**src/rtl/core/tat_pkg.sv**
```systemverilog
`timescale 1ns / 1ps

package tat_pkg;

    localparam int REQ_W    = 2;
    localparam int COUNT_W  = 13;
    localparam int INDEX_W  = 10;
    localparam int RANK_W   = 12;
    localparam int TOPIC_W  = 10;
    localparam int STATUS_W = 2;
    localparam int CFG_W    = 11;
    localparam int DATA_W   = 32;
    localparam int ADDR_W   = 3;

    localparam logic [COUNT_W-1:0] COUNT_MAX    = '1;
    localparam logic [CFG_W-1:0]   TOPICS_RESET = 11'd1024;

    // register index, taken from paddr[2]
    localparam logic CFG_TOPICS_IN_USE = 1'b0;

    typedef enum logic [1:0] {
        OP_BEGIN   = 2'd0,
        OP_LOAD    = 2'd1,
        OP_ADD     = 2'd2,
        OP_REPLACE = 2'd3
    } op_t;

    typedef enum logic [1:0] {
        ST_OK       = 2'd0,
        ST_RANGE    = 2'd1,
        ST_TOPIC    = 2'd2,
        ST_OVERFLOW = 2'd3
    } status_t;

    typedef enum logic [2:0] {
        S_INIT,
        S_IDLE,
        S_OFFS,
        S_SLOT,
        S_OLDC,
        S_NEWC,
        S_CLEAR
    } back_state_t;

    typedef struct packed {
        logic [REQ_W-1:0]   req_type;
        logic [COUNT_W-1:0] word_count;
        logic [INDEX_W-1:0] word_index;
        logic [RANK_W-1:0]  word_rank;
        logic [TOPIC_W-1:0] topic;
    } in_word_t;

    typedef struct packed {
        logic [STATUS_W-1:0] status;
        logic [TOPIC_W-1:0]  prev_topic;
        logic [COUNT_W-1:0]  prev_topic_count;
        logic [COUNT_W-1:0]  new_topic_count;
        logic [COUNT_W-1:0]  total_words;
    } out_word_t;

    typedef struct packed {
        op_t                op;
        logic [COUNT_W-1:0] word_count;
        logic [INDEX_W-1:0] word_index;
        logic [RANK_W-1:0]  word_rank;
        logic [TOPIC_W-1:0] topic;
    } cmd_t;

    function automatic logic [COUNT_W-1:0] cnt_up(input logic [COUNT_W-1:0] c);
        return (c == COUNT_MAX) ? c : c + COUNT_W'(1);
    endfunction

    function automatic logic [COUNT_W-1:0] cnt_down(input logic [COUNT_W-1:0] c);
        return (c == '0) ? c : c - COUNT_W'(1);
    endfunction

endpackage

```
**src/rtl/core/tat_res_queue.sv**
```systemverilog
`timescale 1ns / 1ps

module tat_res_queue
(
    input  logic               clk,
    input  logic               rst_n,
    input  logic               push,
    input  tat_pkg::out_word_t wdata,
    output logic               full,
    input  logic               pop,
    output logic               empty,
    output tat_pkg::out_word_t rdata
);

    tat_pkg::out_word_t q_reg [2];
    logic       wr_ptr_reg, wr_ptr_next;
    logic       rd_ptr_reg, rd_ptr_next;
    logic [1:0] count_reg, count_next;
    logic       do_push, do_pop;

    assign full    = (count_reg == 2'd2);
    assign empty   = (count_reg == 2'd0);
    assign do_push = push && !full;
    assign do_pop  = pop && !empty;
    assign rdata   = q_reg[rd_ptr_reg];

    always_comb
    begin
        wr_ptr_next = do_push ? ~wr_ptr_reg : wr_ptr_reg;
        rd_ptr_next = do_pop ? ~rd_ptr_reg : rd_ptr_reg;
        case ({do_push, do_pop})
            2'b10:   count_next = count_reg + 2'd1;
            2'b01:   count_next = count_reg - 2'd1;
            default: count_next = count_reg;
        endcase
    end

    always_ff @(posedge clk or negedge rst_n)
    begin
        if (!rst_n)
        begin
            wr_ptr_reg <= 1'b0;
            rd_ptr_reg <= 1'b0;
            count_reg  <= 2'd0;
        end
        else
        begin
            wr_ptr_reg <= wr_ptr_next;
            rd_ptr_reg <= rd_ptr_next;
            count_reg  <= count_next;
        end
    end

    always_ff @(posedge clk)
    begin
        if (do_push)
        begin
            q_reg[wr_ptr_reg] <= wdata;
        end
    end

endmodule

```
**config.mk**
```make
export PLATFORM = sky130hd
export DESIGN_NAME = tat_res_queue
export DESIGN_NICKNAME = d
export VERILOG_FILES = /design/src/rtl/core/tat_pkg.sv /design/src/rtl/core/tat_res_queue.sv
export SDC_FILE = /design/constraint.sdc
export NUM_CORES = 1
export LEC_CHECK = 0
export ABC_AREA = 1
export BUFFER_PORTS_ARGS = -buffer_cell sky130_fd_sc_hd__buf_4
export CORE_AREA = 2 2 86 108
export DETAILED_ROUTE_END_ITERATION = 12
export DIE_AREA = 0 0 88 110
export GPL_ROUTABILITY_DRIVEN = 0
export GPL_TIMING_DRIVEN = 0
export PLACE_DENSITY = 0.81
export RECOVER_POWER = 50
export REMOVE_ABC_BUFFERS = 1
export SYNTH_ARGS = -nofsm -noshare
export SYNTH_HDL_FRONTEND = slang
export SYNTH_SLANG_ARGS = --single-unit
export TNS_END_PERCENT = 5
```
**constraint.sdc**
```tcl
create_clock -name clk -period 3.36 [get_ports clk]
set_input_delay 0.336 -clock clk [delete_from_list [all_inputs] [get_ports clk]]
set_output_delay 0.336 -clock clk [all_outputs]
set_load 0.1 [all_outputs]
```
# After elaboration in Yosys (flattened, before gate mapping)

Memory sizes are Yosys's and may differ from the RTL's.
Index checks and enable logic that the tools add are counted.

Memories kept: 1
RAM bits: 102
Register bits after elaboration: 4
Output and inout bits: 53
Word-level logic and storage cells: 20
Input bits: 55

Memories:

| memory | depth | width | read ports | clocked after Yosys merged registers in | wr ports | RTL line            | source |
|---|---|---|---|---|---|---|---|
| q_reg  | 2     | 51    | 1          | 0                                       | 1        | tat_res_queue.sv:15 | `tat_pkg::out_word_t q_reg [2];` |

Add/subtract/negate cells: 2
Reductions and logical operators: 6
Muxes and demuxes: 3
Eq/ne operators: 3
Bitwise operators: 2

Operators by type and width:

| kind                                                | count |
|---|---|
| equality test 2 bit, second input constant          | 2 |
| one-hot mux 2 bit (2 select lines)                  | 1 |
| adder 2 x 1 -> 2 bit, second input constant         | 1 |
| equality test 2 x 1 -> 1 bit, second input constant | 1 |
| logical AND 1 bit                                   | 2 |
| logical NOT 1 bit                                   | 2 |
| logical NOT 2 bit                                   | 1 |
| two-way mux 1 bit                                   | 2 |
| NOT 1 bit                                           | 2 |
| nonzero test 2 bit                                  | 1 |
| subtractor 2 x 1 -> 2 bit, second input constant    | 1 |

# Depth between registers and ports, before layout

Depth after elaboration: 5
Gate-level depth with buffers: 10
Mapped depth without buffers: 10

# Worst setup path after synthesis

Ideal clock, no wire load.

Path kind: register to register
Start: register count_reg[0]
End: memory q_reg[1][0] (netlist name), enable pin
Arrival: 2.679 ns
Path buffers: 0
Data required time: 2.900 ns
Library setup time: 0.460 ns
Period minus slack after synthesis: 3.138 ns
Slack: 0.222 ns
Cell stages (with the launch flop): 3
Cells stage by stage: dfrtp_1 > o21ai_2 > nor2_1

Word-level cells in the longest chain between the ends: 5

RTL lines:

| element                                 | RTL line            | source |
|---|---|---|
| start, declared                         | tat_res_queue.sv:18 | `logic [1:0] count_reg, count_next;` |
| start signal, assigned                  | tat_res_queue.sv:50 | `count_reg <= count_next;` |
| equality test 2 bit                     | tat_res_queue.sv:21 | `assign full = (count_reg == 2'd2);` |
| logical NOT 1 bit                       | tat_res_queue.sv:23 | `assign do_push = push && !full;` |
| logical AND 1 bit                       | tat_res_queue.sv:23 |  |
| two-way mux 1 bit                       | tat_res_queue.sv:56 | `if (do_push)` |
| two-way mux 1 bit (implied by the code) | tat_res_queue.sv:58 | `q_reg[wr_ptr_reg] <= wdata;` |
| end, declared                           | tat_res_queue.sv:15 |  |

Every way passes these cells.

==> metrics.yaml <==
ys_ff_latch: 106
port_buffers: 107
hold_path.class: "in -> reg"
die_y_um: 110
ctsResizeCount: 0
clk_latency_ns: 0.36
utilization_pct: 59.0
layout.nets: 466
clk_path_buf_depth: 2
syn2layout_area_growth_pct: 27.4
crit_type: "reg -> out"
rsz0062_at_grt: "false"
die_x_um: 88
clock_sinks: 106
worst_slew_pin_slew_ns: 1.04
yosys_warnings: 0
drt_iter0_drc: 115
floorplan.initialDensity_pct: 46.4
drv_slew: 0
grt_pass1_vias: 2474
endpoint_kind: "output pin"
synth_seq_area_share_pct: 79.3
grt_usage_pct: 15.8
io_pins: 108
clkSlewWorstSetupHoldPaths_ns: 0.09
overflow: 0
largest_reg_flops: 102
hold_buffers: 1
synth.avg_cell_area_um2: 13.3
drt_pass1_iterations: 4
rows: 38
critical_path.max_stage_delay_ns: 0.54
finalHoldViolations: 0
worstSetupPathDepth: 4
cap_violations: 0
finalCritPeriodShare_pct: 62.2
met2_usage_pct: 27.9
r2r_cells: 5
via_per_inst: 4.62
die_area_um2: 9680
critPathSlowestCell: "dfrtp_2"
required_ns: 3.02
grt_pass1_wl_um: 11300
layout_common_cells: "162 x nand2_1, 102 x edfxtp_1, 55 x buf_4"
final_common_cell: "nand2_1"
cts_tree: "built"
clock_skew_ns: 0.00592
grt_antenna_before_repair: 0
regArea_um2: 3160
ant_nets: 0
multi_input_area_um2: 681
crit_family: "buffers and inverters"
path_cells: "inv_6, nand2_1, nand2_1, buf_4"
cp_max_fo: 52
wl_per_cell_um: 13.7
synthCells: 299
use_met3_pct: 3.20
coreArea_um2: 8610
setup_viol: 0
drc_errors: 0
arrival_ns: 1.75
yosysUniqueCellTypes: 16
startpoint_type: "flop"
h-tree-depth: 3
dp.final_hpwl_um: 4910
fin_crit_ns: 2.09
post_cts_buffers: 0
nFillCells: 680
numCtsBuffers: 9
grt_max_degree: 53
drt_wl_total_um: 7350
layout-drive-gt1-share_pct: 28.9
cpMostUsedCell: "nand2_1"
busiest_layer: "met2"
globalRouteMet1Util_pct: 17.3
route.vias.total: 2470
syn_area_um2: 3990
root_buffer: "clkbuf_8"
cp_num_buf_inv: 2
fmax_ghz: 0.479
outcome: "finished clean"
whs_path_depth: 1
slew_headroom_pct: 30.5
antenna_cells: 0
-- area by class of cell --
type | instances | area share, %
timing repair buffer | 111 | 16.4
clock buffer | 14 | 3.40
clock inverter | 2 | 0.689
inverter | 10 | 0.837
tap | 120 | 2.95
sequential | 106 | 62.3
multi-input combinational | 172 | 13.4
-- metrics by stage --
step	TNS [ns]	instance area [um2]	hold slack [ns]	worst slack (ns)	std cells
2_1_floorplan	0	3880	0.0404	0.222	288
3_3_place_gp	-44.02	4840	0.137	-0.866	515
3_5_place_dp	0	4910	0.138	1.51	518
4_1_cts	0	5120	0.128	1.22	535
5_1_grt	0	5080	0.150	1.13	535
6_report	0	5080	0.176	1.27	535
-- path summary, 6_finish.rpt --
check / from / to / slack [ns]
worst min-delay path: wdata[21] / q_reg[0][21]$_DFFE_PP_ / 0.18
worst min register to register: wr_ptr_reg$_DFFE_PN0P_ / wr_ptr_reg$_DFFE_PN0P_ / 0.50
min in group asynchronous: rst_n / count_reg[0]$_DFFE_PN0P_ / 0.34
max in group asynchronous: rst_n / rd_ptr_reg$_DFFE_PN0P_ / 2.80
worst max-delay path: rd_ptr_reg$_DFFE_PN0P_ / rdata[3] / 1.27
worst max register to register: count_reg[0]$_DFFE_PN0P_ / q_reg[0][4]$_DFFE_PP_ / 1.31
-- per-layer routing --
layer | vias to the layer above | share of wire (%) | wire, um
met2 | 75 | 54 | 3960
met4 | 0 | 3.0 | 220
met5 | - | 0 | 0
met1 | 1166 | 39 | 2850
met3 | 15 | 4.3 | 319
li1 | 1214 | - | -
-- cells in the mapped netlist (all sizes together) --
cell	number	area share, %
xnor2	1	0.22
nand4	1	0.16
buf	11	2.6
dfrtp	4	2.5
inv	10	1.1
nor2	2	0.25
o21ai	1	0.22
nand3	3	0.38
edfxtp	102	77
ha	1	0.31
nand2	163	15
-- logic make-up (layout without fill, tap and decap cells) --
group	count (synthesis)	after routing	share of synthesized area, %
AND/OR/NAND/NOR	169	169	16.2
XOR/XNOR	1	1	0.220
flip-flops	106	106	79.3
buffers and inverters	21	137	3.70
adder cells (fa/ha/maj)	1	1	0.314
AO/OA/AOI/OAI	1	1	0.220
Power is not shown: default switching activity piles up to over one toggle a cycle in this logic, so the estimate is an artifact.
