===== config.mk =====
export PLATFORM = sky130hd
export DESIGN_NAME = tat_front
export DESIGN_NICKNAME = d
export VERILOG_FILES = /design/src/rtl/core/tat_pkg.sv /design/src/rtl/core/tat_front.sv
export SDC_FILE = /design/constraint.sdc
export NUM_CORES = 1
export LEC_CHECK = 0
export BUFFER_PORTS_ARGS = -buffer_cell sky130_fd_sc_hd__buf_2
export CORE_MARGIN = 4
export CORE_UTILIZATION = 30
export DETAILED_ROUTE_END_ITERATION = 8
export PLACE_DENSITY = 0.56
export SETUP_SLACK_MARGIN = 0.3
export SYNTH_ARGS = -nofsm -noshare
export SYNTH_HDL_FRONTEND = slang
export SYNTH_SLANG_ARGS = --single-unit

===== constraint.sdc =====
create_clock -name clk -period 6.6 [get_ports clk]
set_input_delay 0.33 -clock clk [delete_from_list [all_inputs] [get_ports clk]]
set_output_delay 0.33 -clock clk [all_outputs]
set_load 0.005 [all_outputs]

===== src/rtl/core/tat_pkg.sv =====
`timescale 1ns / 1ps

package tat_pkg;

    localparam int REQ_W    = 2;
    localparam int COUNT_W  = 13;
    localparam int INDEX_W  = 10;
    localparam int RANK_W   = 12;
    localparam int TOPIC_W  = 10;
    localparam int STATUS_W = 2;
    localparam int CFG_W    = 11;
    localparam int DATA_W   = 32;
    localparam int ADDR_W   = 3;

    localparam logic [COUNT_W-1:0] COUNT_MAX    = '1;
    localparam logic [CFG_W-1:0]   TOPICS_RESET = 11'd1024;

    // register index, taken from paddr[2]
    localparam logic CFG_TOPICS_IN_USE = 1'b0;

    typedef enum logic [1:0] {
        OP_BEGIN   = 2'd0,
        OP_LOAD    = 2'd1,
        OP_ADD     = 2'd2,
        OP_REPLACE = 2'd3
    } op_t;

    typedef enum logic [1:0] {
        ST_OK       = 2'd0,
        ST_RANGE    = 2'd1,
        ST_TOPIC    = 2'd2,
        ST_OVERFLOW = 2'd3
    } status_t;

    typedef enum logic [2:0] {
        S_INIT,
        S_IDLE,
        S_OFFS,
        S_SLOT,
        S_OLDC,
        S_NEWC,
        S_CLEAR
    } back_state_t;

    typedef struct packed {
        logic [REQ_W-1:0]   req_type;
        logic [COUNT_W-1:0] word_count;
        logic [INDEX_W-1:0] word_index;
        logic [RANK_W-1:0]  word_rank;
        logic [TOPIC_W-1:0] topic;
    } in_word_t;

    typedef struct packed {
        logic [STATUS_W-1:0] status;
        logic [TOPIC_W-1:0]  prev_topic;
        logic [COUNT_W-1:0]  prev_topic_count;
        logic [COUNT_W-1:0]  new_topic_count;
        logic [COUNT_W-1:0]  total_words;
    } out_word_t;

    typedef struct packed {
        op_t                op;
        logic [COUNT_W-1:0] word_count;
        logic [INDEX_W-1:0] word_index;
        logic [RANK_W-1:0]  word_rank;
        logic [TOPIC_W-1:0] topic;
    } cmd_t;

    function automatic logic [COUNT_W-1:0] cnt_up(input logic [COUNT_W-1:0] c);
        return (c == COUNT_MAX) ? c : c + COUNT_W'(1);
    endfunction

    function automatic logic [COUNT_W-1:0] cnt_down(input logic [COUNT_W-1:0] c);
        return (c == '0) ? c : c - COUNT_W'(1);
    endfunction

endpackage


===== src/rtl/core/tat_front.sv =====
`timescale 1ns / 1ps

module tat_front
(
    input  logic             clk,
    input  logic             rst_n,
    input  logic             push,
    input  tat_pkg::in_word_t item,
    input  logic             init_busy,
    output logic             full,
    output logic             cmd_valid,
    output tat_pkg::cmd_t    cmd,
    input  logic             cmd_pop
);

    tat_pkg::cmd_t q_reg [2];
    tat_pkg::cmd_t entry;
    logic       wr_ptr_reg, wr_ptr_next;
    logic       rd_ptr_reg, rd_ptr_next;
    logic [1:0] count_reg, count_next;
    logic       do_push, do_pop;

    always_comb
    begin
        entry.op         = tat_pkg::op_t'(item.req_type);
        entry.word_count = item.word_count;
        entry.word_index = item.word_index;
        entry.word_rank  = item.word_rank;
        entry.topic      = item.topic;
    end

    assign full      = (count_reg == 2'd2) || init_busy;
    assign do_push   = push && !full;
    assign do_pop    = cmd_pop && (count_reg != 2'd0);
    assign cmd_valid = (count_reg != 2'd0);
    assign cmd       = q_reg[rd_ptr_reg];

    always_comb
    begin
        wr_ptr_next = do_push ? ~wr_ptr_reg : wr_ptr_reg;
        rd_ptr_next = do_pop ? ~rd_ptr_reg : rd_ptr_reg;
        case ({do_push, do_pop})
            2'b10:   count_next = count_reg + 2'd1;
            2'b01:   count_next = count_reg - 2'd1;
            default: count_next = count_reg;
        endcase
    end

    always_ff @(posedge clk or negedge rst_n)
    begin
        if (!rst_n)
        begin
            wr_ptr_reg <= 1'b0;
            rd_ptr_reg <= 1'b0;
            count_reg  <= 2'd0;
        end
        else
        begin
            wr_ptr_reg <= wr_ptr_next;
            rd_ptr_reg <= rd_ptr_next;
            count_reg  <= count_next;
        end
    end

    always_ff @(posedge clk)
    begin
        if (do_push)
        begin
            q_reg[wr_ptr_reg] <= entry;
        end
    end

endmodule


# Yosys cells after proc, flatten, opt, wreduce, memory -nomap -nowiden
# Memory sizes are Yosys's and may differ from the RTL's.
# Index checks and enable logic that the tools add are counted.
# totals
n_memories,1
in_bits,52
ff_bits,4
word_cells,20
output_inout_bits,49
ramBits,94
# mem_list
memory,words,width,rd,rd_clocked_by_memory_dff,write_ports,line,rtl
q_reg,2,47,1,0,1,tat_front.sv:16,tat_pkg::cmd_t q_reg [2];
# op_classes
add_sub_neg,2
n_bitwise,2
n_mux,3
eq_ne,3
n_reduce_logical,6
# ops
operator,n
equality test 2 bit (second input constant),2
one-hot mux 2 bit (2 select lines),1
nonzero test 2 bit,2
adder 2 x 1 -> 2 bit (second input constant),1
equality test 2 x 1 -> 1 bit (second input constant),1
logical AND 1 bit,2
2-to-1 mux 1 bit,2
inverter 1 bit,2
subtractor 2 x 1 -> 2 bit (second input constant),1
zero test 1 bit,1
logical OR 1 bit,1

# Logic depth before layout (Yosys ltp)
# Gate-level depths: netlist of run 1.
# logic_depth
word_depth,6
depth_mapped,6
depth_no_buf,6

# Least setup slack after synthesis of run 1
# Ideal clock, no wire load.
# synth_timing
kind,reg2reg
startpoint,register count_reg[0]
endpoint,"memory q_reg[0][0] (netlist bit), enable pin"
path_buffers,0
path_stages_with_launch,4
required_time_ns,6.148
slack_ns,3.509
t_arrival_ns,2.639
setup_ns,0.452
cell_sequence,dfrtp_1 -> nand2b_1 -> nand3b_2 -> nor2_1
# synth_between
elab_chain_cells,6
# synth_rtl
item,line,rtl
from (decl),tat_front.sv:20,"logic [1:0] count_reg, count_next;"
from (signal assigned),tat_front.sv:61,count_reg <= count_next;
equality test 2 bit,tat_front.sv:32,assign full = (count_reg == 2'd2) || init_busy;
logical OR 1 bit,tat_front.sv:32,
zero test 1 bit,tat_front.sv:33,assign do_push = push && !full;
logical AND 1 bit,tat_front.sv:33,
2-to-1 mux 1 bit,tat_front.sv:67,if (do_push)
2-to-1 mux 1 bit (implied by the code),tat_front.sv:69,q_reg[wr_ptr_reg] <= entry;
to (decl),tat_front.sv:16,
# Every way passes these cells.

==> flow_summary.ini, run 1 <==
[detailed_routing]
drt_wl_total_mm = 6.773
drc_errors = 0
final_antenna_net_count = 0
via_count = 1816
first_pass_iters = 4
drtIter0Drc = 98
via_per_inst = 4.263
wire_per_inst_um = 15.90

[final_layout]
largest_reg_flops = 94
mostFrequentLayoutCells = buf_2 (100), edfxtp_1 (94), mux2_2 (27), mux2_4 (20), clkbuf_16 (9)
final_nets = 328
fillers = 1131
area_growth_pct = 26.44
drive_above_1_share = 0.6022
regArea_um2 = 2924
antenna-diode-count = 0
final_core_util = 0.3875
finalInstanceArea_um2 = 4654
fin_cells = 426
final_common_cell = buf_2
multiInputGateArea_um2 = 725.7

[sta]
tns_ps = 0
rsz0062_at_grt = false
maxSlewHeadroom = 0.5442
fin_skew_ps = 6.825
setup_ws_ps = 4190
period_share = 0.3651
period_minus_slack_ps = 2410
setup_viol = 0
max_clock_freq_mhz = 415.0
hold_viol = 0
drv_slew = 0
hold_slack_ps = 182.6
worstMarginPinSlew_ps = 683.7

[place]
place_hpwl_mm = 4.338
place_area_um2 = 4360
pre_cts_slack_ps = 4482
place_congestion = 0.6522
port_buffers = 100
dpl.cell_count = 410

[job]
cap_violations = 0

[logic_synthesis]
ys_seq_area_frac = 0.7940
synth_cells = 165
syn_area_um2 = 3681
ys_warn_count = 0
syn_area_per_cell_um2 = 22.31
synth-seq-cells = 98
ys_types = 15
synth_nets = 218

[cts]
cts_root_buffer = clkbuf_16
clk_pin_slew_ps = 60
cts_tree = yes
clk_path_buf_depth = 2
post_cts_resized = 0
cts_setup_buffers = 0
numCtsBuffers = 9
clock-sinks = 98
h-tree-depth = 3
holdBufCountCts = 1
clock_latency_ps = 330

[hold_path]
hp-class = in -> reg
hold_path_depth = 1

[global_routing]
grt_overflow = 0
antenna_found_initial = 0
grt_pass1_wl_mm = 10.81
grt_usage = 0.1011
grt_pass1_vias = 2039
grt_max_degree = 48

[worst_setup_path]
required_ps = 6270
path_class = reg -> out
end_kind = output pin
critPathArrivalTime_ps = 2080
crit_fanout = 30
start_kind = flop
reg2regPathDepth = 4

[floorplanning]
io_pins = 101
die_w_um = 118.8
die_h_um = 118.8
start_util = 0.3065
die_area_um2 = 14110
core_um2 = 12010
row_count = 40

[outcome]
outcome = completed

[pwr]
powerDensity_nw_per_um2 = 382.8
power_leakage_nw = 1.777
peakVddDrop_mv = 0.1311
power_mw = 1.782
final cells by class:
cell class,instances,share of cell area
sequential,98,0.6282
clock inverter,6,0.01263
inverter,1,0.0008065
multi-input combinational,61,0.1559
timing repair buffer,104,0.1145
tap,147,0.03952
clock buffer,9,0.04839
report_power, final:
group          internal, mW  total (mW)  switching, mW
clock                 0.289       0.502          0.213
combinational         0.256       0.453          0.198
sequential            0.778       0.827         0.0486
total                  1.32        1.78          0.459
final timing paths:
path | start | slack (ps) | to
max in group asynchronous | rst_n | 6120 | rd_ptr_reg
min reg2reg | count_reg[1] | 490 | count_reg[1]
max reg2reg | count_reg[0] | 4760 | q_reg[0][33]
min in group asynchronous | rst_n | 340 | count_reg[1]
max | rd_ptr_reg | 4190 | cmd[32]
min | item[7] | 180 | q_reg[0][7]
worst max-delay path, cell delays in order, from the launching register on:
cell and delay [ps]:
dfrtp_2 670, buf_4 530, mux2_2 390, buf_2 130
logic make-up (layout without fill, tap and decap cells):
group                    count (synthesis)  in the layout  share of synthesized area
multiplexers                            47             47                     0.1642
buffers and inverters                    6            120                    0.01291
flip-flops                              98             98                     0.7940
XOR/XNOR                                 5              5                    0.01190
AND/OR/NAND/NOR                          8              8                    0.01360
adder cells (fa/ha/maj)                  1              1                   0.003399
routing by layer:
layer,vias to the layer above,global-route usage,routed length [um]
met5,-,0,0
met4,0,0.04345,61
met3,6,0.03732,410
met2,63,0.1627,3355
met1,889,0.1220,2945
li1,858,-,-
cell usage after synthesis:
library cell	number	area share
and2_4	1	0.0024
buf_2	2	0.0027
buf_6	3	0.0092
dfrtp_1	4	0.027
edfxtp_1	94	0.77
ha_1	1	0.0034
inv_1	1	0.0010
mux2_2	27	0.083
mux2_4	20	0.082
nand2b_1	2	0.0034
nand3b_2	1	0.0031
nor2_1	3	0.0031
or2_1	1	0.0017
xnor2_1	3	0.0071
xor2_1	2	0.0048
No activity file was read; power rests on OpenSTA's default activity.
==> inputs of run 2 (changes only) <==
--- a/config.mk
+++ b/config.mk
@@ -5,11 +5,12 @@
 export SDC_FILE = /design/constraint.sdc
 export NUM_CORES = 1
 export LEC_CHECK = 0
+export ABC_AREA = 1
 export BUFFER_PORTS_ARGS = -buffer_cell sky130_fd_sc_hd__buf_2
 export CORE_MARGIN = 4
 export CORE_UTILIZATION = 30
 export DETAILED_ROUTE_END_ITERATION = 8
-export PLACE_DENSITY = 0.56
+export PLACE_DENSITY = 0.58
 export SETUP_SLACK_MARGIN = 0.3
 export SYNTH_ARGS = -nofsm -noshare
 export SYNTH_HDL_FRONTEND = slang
==> constraint.sdc (replaced) <==
create_clock -name clk -period 2.1 [get_ports clk]
set_input_delay 0.105 -clock clk [delete_from_list [all_inputs] [get_ports clk]]
set_output_delay 0.105 -clock clk [all_outputs]
set_load 0.005 [all_outputs]
==> flow_summary.ini, run 2 <==
[outcome]
outcome = completed

[sta]
max_clock_freq_mhz = 609.5
rsz0062_at_grt = false
fin_skew_ps = 4.920
setup_viol = 0
setup_ws_ps = 459.4
drv_slew = 0
tns_ps = 0
period_minus_slack_ps = 1641
worstMarginPinSlew_ps = 532.5
maxSlewHeadroom = 0.6450
period_share = 0.7812
hold_viol = 0

[global_routing]
grt_usage = 0.1164
grt_pass1_wl_mm = 12.65
grt_max_degree = 49
grt_pass1_vias = 2598
grt_overflow = 0
antenna_found_initial = 1

[logic_synthesis]
yosysTopAreaCellShare = 0.7747
synth_edf_count = 94
yosys-top-cells-area = edfxtp_1 (77%), nand2_1 (16%), dfrtp_1 (2.7%)
synth-seq-cells = 98
synth_most_common_cell = nand2_1
syn_area_per_cell_um2 = 13.11
ys_seq_area_frac = 0.8022
synth_cells = 278
post-synth-top-area-cell = edfxtp_1
synth_nets = 331
synth.top_cells.by_count = nand2_1 (153), edfxtp_1 (94), inv_1 (8), buf_2 (6)
ys_warn_count = 0
ys_types = 12
postSynth.asyncResetShare = 0.04082
syn_area_um2 = 3643
synthFlopType = edfxtp_1

[pwr]
peakVddDrop_mv = 0.5765
powerDensity_nw_per_um2 = 1124
combPwrFrac = 0.295
p_clk_frac = 0.272
sw_frac_of_total = 0.3035
intPower_mw = 4.026
p_seq_frac = 0.433
p_sw_mw = 1.755
power_leakage_nw = 2.211

[worst_setup_path]
required_ps = 2000
crit_top_cell = nand2_1
cp_cell_sequence = inv_2 > buf_12 > nand2_1 > nand2_1 > buf_2
path_class = reg -> out
r2r_start = count_reg[0]
critPathArrivalTime_ps = 1540
crit_fanout = 32
ff2ff_setup_slack_ps = 630
end_kind = output pin
cp.buffers_inverters = 3
path_delay_family = buffers and inverters
reg2regPathDepth = 8
start_kind = flop
rr_endpoint = count_reg[1]
crit_path_max_incr_delay_ps = 410
slowest_stage = dfrtp_2

[place]
pre_cts_slack_ps = 408.6
port_buffers = 100
place_congestion = 0.7711
place_hpwl_mm = 4.940

[floorplanning]
io_pins = 101
die_w_um = 118.2
start_util = 0.3124
die_h_um = 118.2
row_count = 39
die_area_um2 = 13970
core_um2 = 11660

[final_layout]
fillers = 1070
drive_above_1_share = 0.2847
largest_reg_flops = 94
final_common_cell = nand2_1
regArea_um2 = 2924
multiInputGateArea_um2 = 634.4
mostFrequentLayoutCells = nand2_1 (153), buf_2 (100), edfxtp_1 (94), dlygate4sd3_1 (49), clkbuf_16 (9)
final_nets = 488
area_growth_pct = 41.11

[hold_path]
hp-class = in -> async

[cts]
clock_latency_ps = 340
clock-sinks = 98
clk_pin_slew_ps = 60
numCtsBuffers = 9
cts_root_buffer = clkbuf_16
clk_path_buf_depth = 2
post_cts_resized = 0
cts_tree = yes
h-tree-depth = 3

[detailed_routing]
via_count = 2463
drtIter0Drc = 83
drc_errors = 0
first_pass_iters = 4
via_per_inst = 4.225
drt_wl_total_mm = 7.675
wire_per_inst_um = 13.16
final_antenna_net_count = 0

[job]
cap_violations = 0
[run 2: cell types whose count changed in the layout (fill, tap and decap cells not counted), sizes merged, moves of 3 or more]
cell | previous run | this run
mux2 | 47 | 0
nand3 | 0 | 3
buf | 103 | 107
dlygate4sd3 | 1 | 49
inv | 1 | 9
nand2 | 0 | 153
[run 2: area by class of cell]
cell class | instances | area share
diodes | 1 | 0.0004867
repair buffers | 156 | 0.2103
clock inverters | 6 | 0.01119
well taps | 143 | 0.03480
multi-input cells | 161 | 0.1234
clock buffers | 9 | 0.04381
flip-flops and latches | 98 | 0.5688
inverters | 9 | 0.007301
[run 2: worst max path at each step]
stage / endpoint / depth (start not counted) / slack [ps] / from
5_1_grt: cmd[45] / 4 / 340 / rd_ptr_reg
2_1_floorplan: q_reg[1][0] / 4 / 310 / count_reg[0]
6_report: cmd[46] / 5 / 460 / rd_ptr_reg
4_1_cts: q_reg[0][17] / 5 / 400 / count_reg[0]
3_3_place_gp: q_reg[0][17] / 5 / 440 / count_reg[0]
3_5_place_dp: q_reg[0][19] / 5 / 410 / count_reg[0]
[run 2: cells by family (layout without fill, tap and decap cells)]
| group | count (synthesis) | after routing | share of synthesized area |
|---|---|---|---|
| xor gates and xnor gates | 1 | 1 | 0.002404 |
| adders and majority gates | 1 | 1 | 0.003434 |
| buffers and inverters | 19 | 180 | 0.02576 |
| DFF | 98 | 98 | 0.8022 |
| other | 0 | 1 | 0 |
| and+or+nand+nor | 159 | 159 | 0.1662 |
[run 2: power groups by stage]
stage	sequential [mW]	clock [mW]	combinational [mW]
5_1_grt	2.52	1.72	1.96
3_3_place_gp	2.54	0	1.66
3_5_place_dp	2.55	0	1.69
4_1_cts	2.50	1.63	1.76
2_1_floorplan	2.54	0	0.924
6_report	2.50	1.57	1.71
[run 2: metal layers]
metal / part of all wire / wire length [um] / global-route usage / vias up
met3: 0.066 / 507 / 0.04011 / 20
met5: 0 / 0 / 0 / -
met4: 0.026 / 199 / 0.05714 / 0
met2: 0.49 / 3731 / 0.1933 / 79
li1: - / - / - / 1242
met1: 0.42 / 3236 / 0.1346 / 1122
[run 2: stage by stage]
stage	hold slack, ps	power, mW	utilization	instance area [um^2]	instances
after floorplan	-190.6	3.462	-	3655	278
after global placement	-80.27	4.195	0.3737	4358	517
after detailed placement	-80.11	4.231	0.3737	4358	517
after CTS	79.53	5.897	0.4400	5131	581
after global routing	99.76	6.194	0.4408	5141	583
final	101.3	5.780	0.4408	5141	583
[run 2: worst register-to-register path: cells and delay by family, from the launching register on]
| family | cells | cell delay [ps] |
|---|---|---|
| buffers and inverters | 2 | 170 |
| adder cells (fa/ha/maj) | 1 | 350 |
| flip-flops | 1 | 380 |
| AND/OR/NAND/NOR | 5 | 480 |
[run 2: what timing repair did]
item	4_1_cts	5_1_grt
endpoints found under the hold margin	99	0
buffers inserted	0	1
hold buffers	49	0
endpoints found under the setup margin	0	33
==> inputs of run 3 (changes only) <==
--- a/config.mk
+++ b/config.mk
@@ -5,12 +5,12 @@
 export SDC_FILE = /design/constraint.sdc
 export NUM_CORES = 1
 export LEC_CHECK = 0
-export ABC_AREA = 1
+export ABC_AREA = 0
 export BUFFER_PORTS_ARGS = -buffer_cell sky130_fd_sc_hd__buf_2
 export CORE_MARGIN = 4
 export CORE_UTILIZATION = 30
 export DETAILED_ROUTE_END_ITERATION = 8
-export PLACE_DENSITY = 0.58
+export PLACE_DENSITY = 0.57
 export SETUP_SLACK_MARGIN = 0.3
 export SYNTH_ARGS = -nofsm -noshare
 export SYNTH_HDL_FRONTEND = slang
==> constraint.sdc (replaced) <==
create_clock -name clk -period 1.4 [get_ports clk]
set_input_delay 0.07 -clock clk [delete_from_list [all_inputs] [get_ports clk]]
set_output_delay 0.07 -clock clk [all_outputs]
set_load 0.005 [all_outputs]
==> flow_summary.ini, run 3 (synthesis gave the netlist of run 1 again) <==
[detailed_routing]
drt_wl_total_mm = 7.811
wire_per_inst_um = 15.32
via_per_inst = 4.210
met2_wirelength_mm = 3.929
drc_errors = 0
top_layer_used = met4
final_antenna_net_count = 0
via_count = 2147
met3_length_um = 414
drtIter0Drc = 59
wl_met1_mm = 3.370
first_pass_iters = 4

[worst_setup_path]
path_class = reg -> reg
start_kind = flop
crit_fanout = 11
r2r_start = count_reg[1]
required_ps = 1450
critPathArrivalTime_ps = 1600
critPathLaunch = count_reg[1]
end_kind = flop

[global_routing]
grt_usage = 0.1120
antenna_found_initial = 0
grt_pass1_wl_mm = 12.15
grt_max_degree = 26
grt_overflow = 0
grt_pass1_vias = 2323

[place]
pre_cts_slack_ps = -91.95
port_buffers = 100
place_congestion = 0.6997
dpl.cell_count = 418
place_hpwl_mm = 4.549

[pwr]
power_leakage_nw = 2.442
power_mw = 10.43
powerDensity_nw_per_um2 = 1704
peakVddDrop_mv = 0.9635

[cts]
clk_path_buf_depth = 2
clock_latency_ps = 330
h-tree-depth = 3
numCtsBuffers = 9
clk_pin_slew_ps = 60
cts_root_buffer = clkbuf_16
cts_tree = yes
clock-sinks = 98

[sta]
maxSlewHeadroom = 0.8598
rsz0062_at_grt = true
setup_viol = 144
drv_slew = 0
period_minus_slack_ps = 1550
period_share = 1.107
fin_skew_ps = 4.350
hold_viol = 0
worstMarginPinSlew_ps = 210.3
max_clock_freq_mhz = 645.3
setup_ws_ps = -149.7

[job]
cap_violations = 0

[final_layout]
mostFrequentLayoutCells = edfxtp_1 (94), buf_2 (67), dlygate4sd3_1 (48), buf_6 (43), mux2_4 (32)
final_common_cell = edfxtp_1
drive_above_1_share = 0.5813
fin_cells = 510
final_nets = 411
area_growth_pct = 66.32
largest_reg_flops = 94
final_core_util = 0.5097
antenna-diode-count = 0

[outcome]
failed_checks = negative setup slack
outcome = complete, but fails checks

[floorplanning]
row_count = 40
die_w_um = 118.8
io_pins = 101
die_area_um2 = 14110
core_um2 = 12010
die_h_um = 118.8
start_util = 0.3065

[hold_path]
hp-class = in -> async
-- run 3: changes by cell type in the layout (fill, tap and decap cells not counted), moves of 9 or more --
cell     delta
mux2_4     +32
buf_2      -33
nand2_1   -153
buf_12     +10
mux2_2     +15
buf_16      +9
buf_6      +43
-- run 3: final timing paths --
path,to,slack [ps],cells past startpoint
max,q_reg[1][28],-150,7
min,count_reg[0],70,2
max reg2reg,q_reg[1][28],-150,7
min reg2reg,wr_ptr_reg,580,1
max in group asynchronous,rd_ptr_reg,1190,2
min in group clk,rd_ptr_reg,160,4
-- run 3: cell type report --
class	instances	area, um^2
fill	994	5889
sequential	98	2924
timing repair buffer	187	1878
multi-input combinational	61	814.5
clock buffer	9	225.2
tap	147	183.9
clock inverter	7	92.59
inverter	1	3.754
-- run 3: what timing repair did --
item,4_1_cts,5_1_grt
gates resized for setup,41,26
hold buffers,48,0
gates cloned,9,1
setup buffers,14,4
endpoints found under the hold margin,98,0
pin swaps,4,1
setup endpoints to repair,146,147
-- run 3: power breakdown --
group	internal (mW)	switching (mW)
clock	1.56	1.01
combinational	2.61	1.43
sequential	3.66	0.146
-- run 3: stage by stage --
stage	area [um^2]	hold slack [ps]	setup TNS [ps]
after detailed placement	4512	-112.1	-3345
final	6122	70.14	-15190
after CTS	5914	56.11	-15550
after floorplan	3712	-225.6	-35990
after global placement	4512	-116.2	-837.5
after global routing	6122	76.11	-23770
-- run 3: critical path: stages, from the launching register on --
cell      delay (ps)
dfrtp_1          410
buf_6            130
nand2b_4          70
nand3b_4         110
buf_6            140
nor2_4           110
buf_6            150
buf_12           140
-- run 3: per-layer routing --
metal / track usage / vias up
met5: 0 / -
met4: 0.03259 / 0
met3: 0.03971 / 9
met2: 0.1872 / 57
met1: 0.1366 / 1044
li1: - / 1037
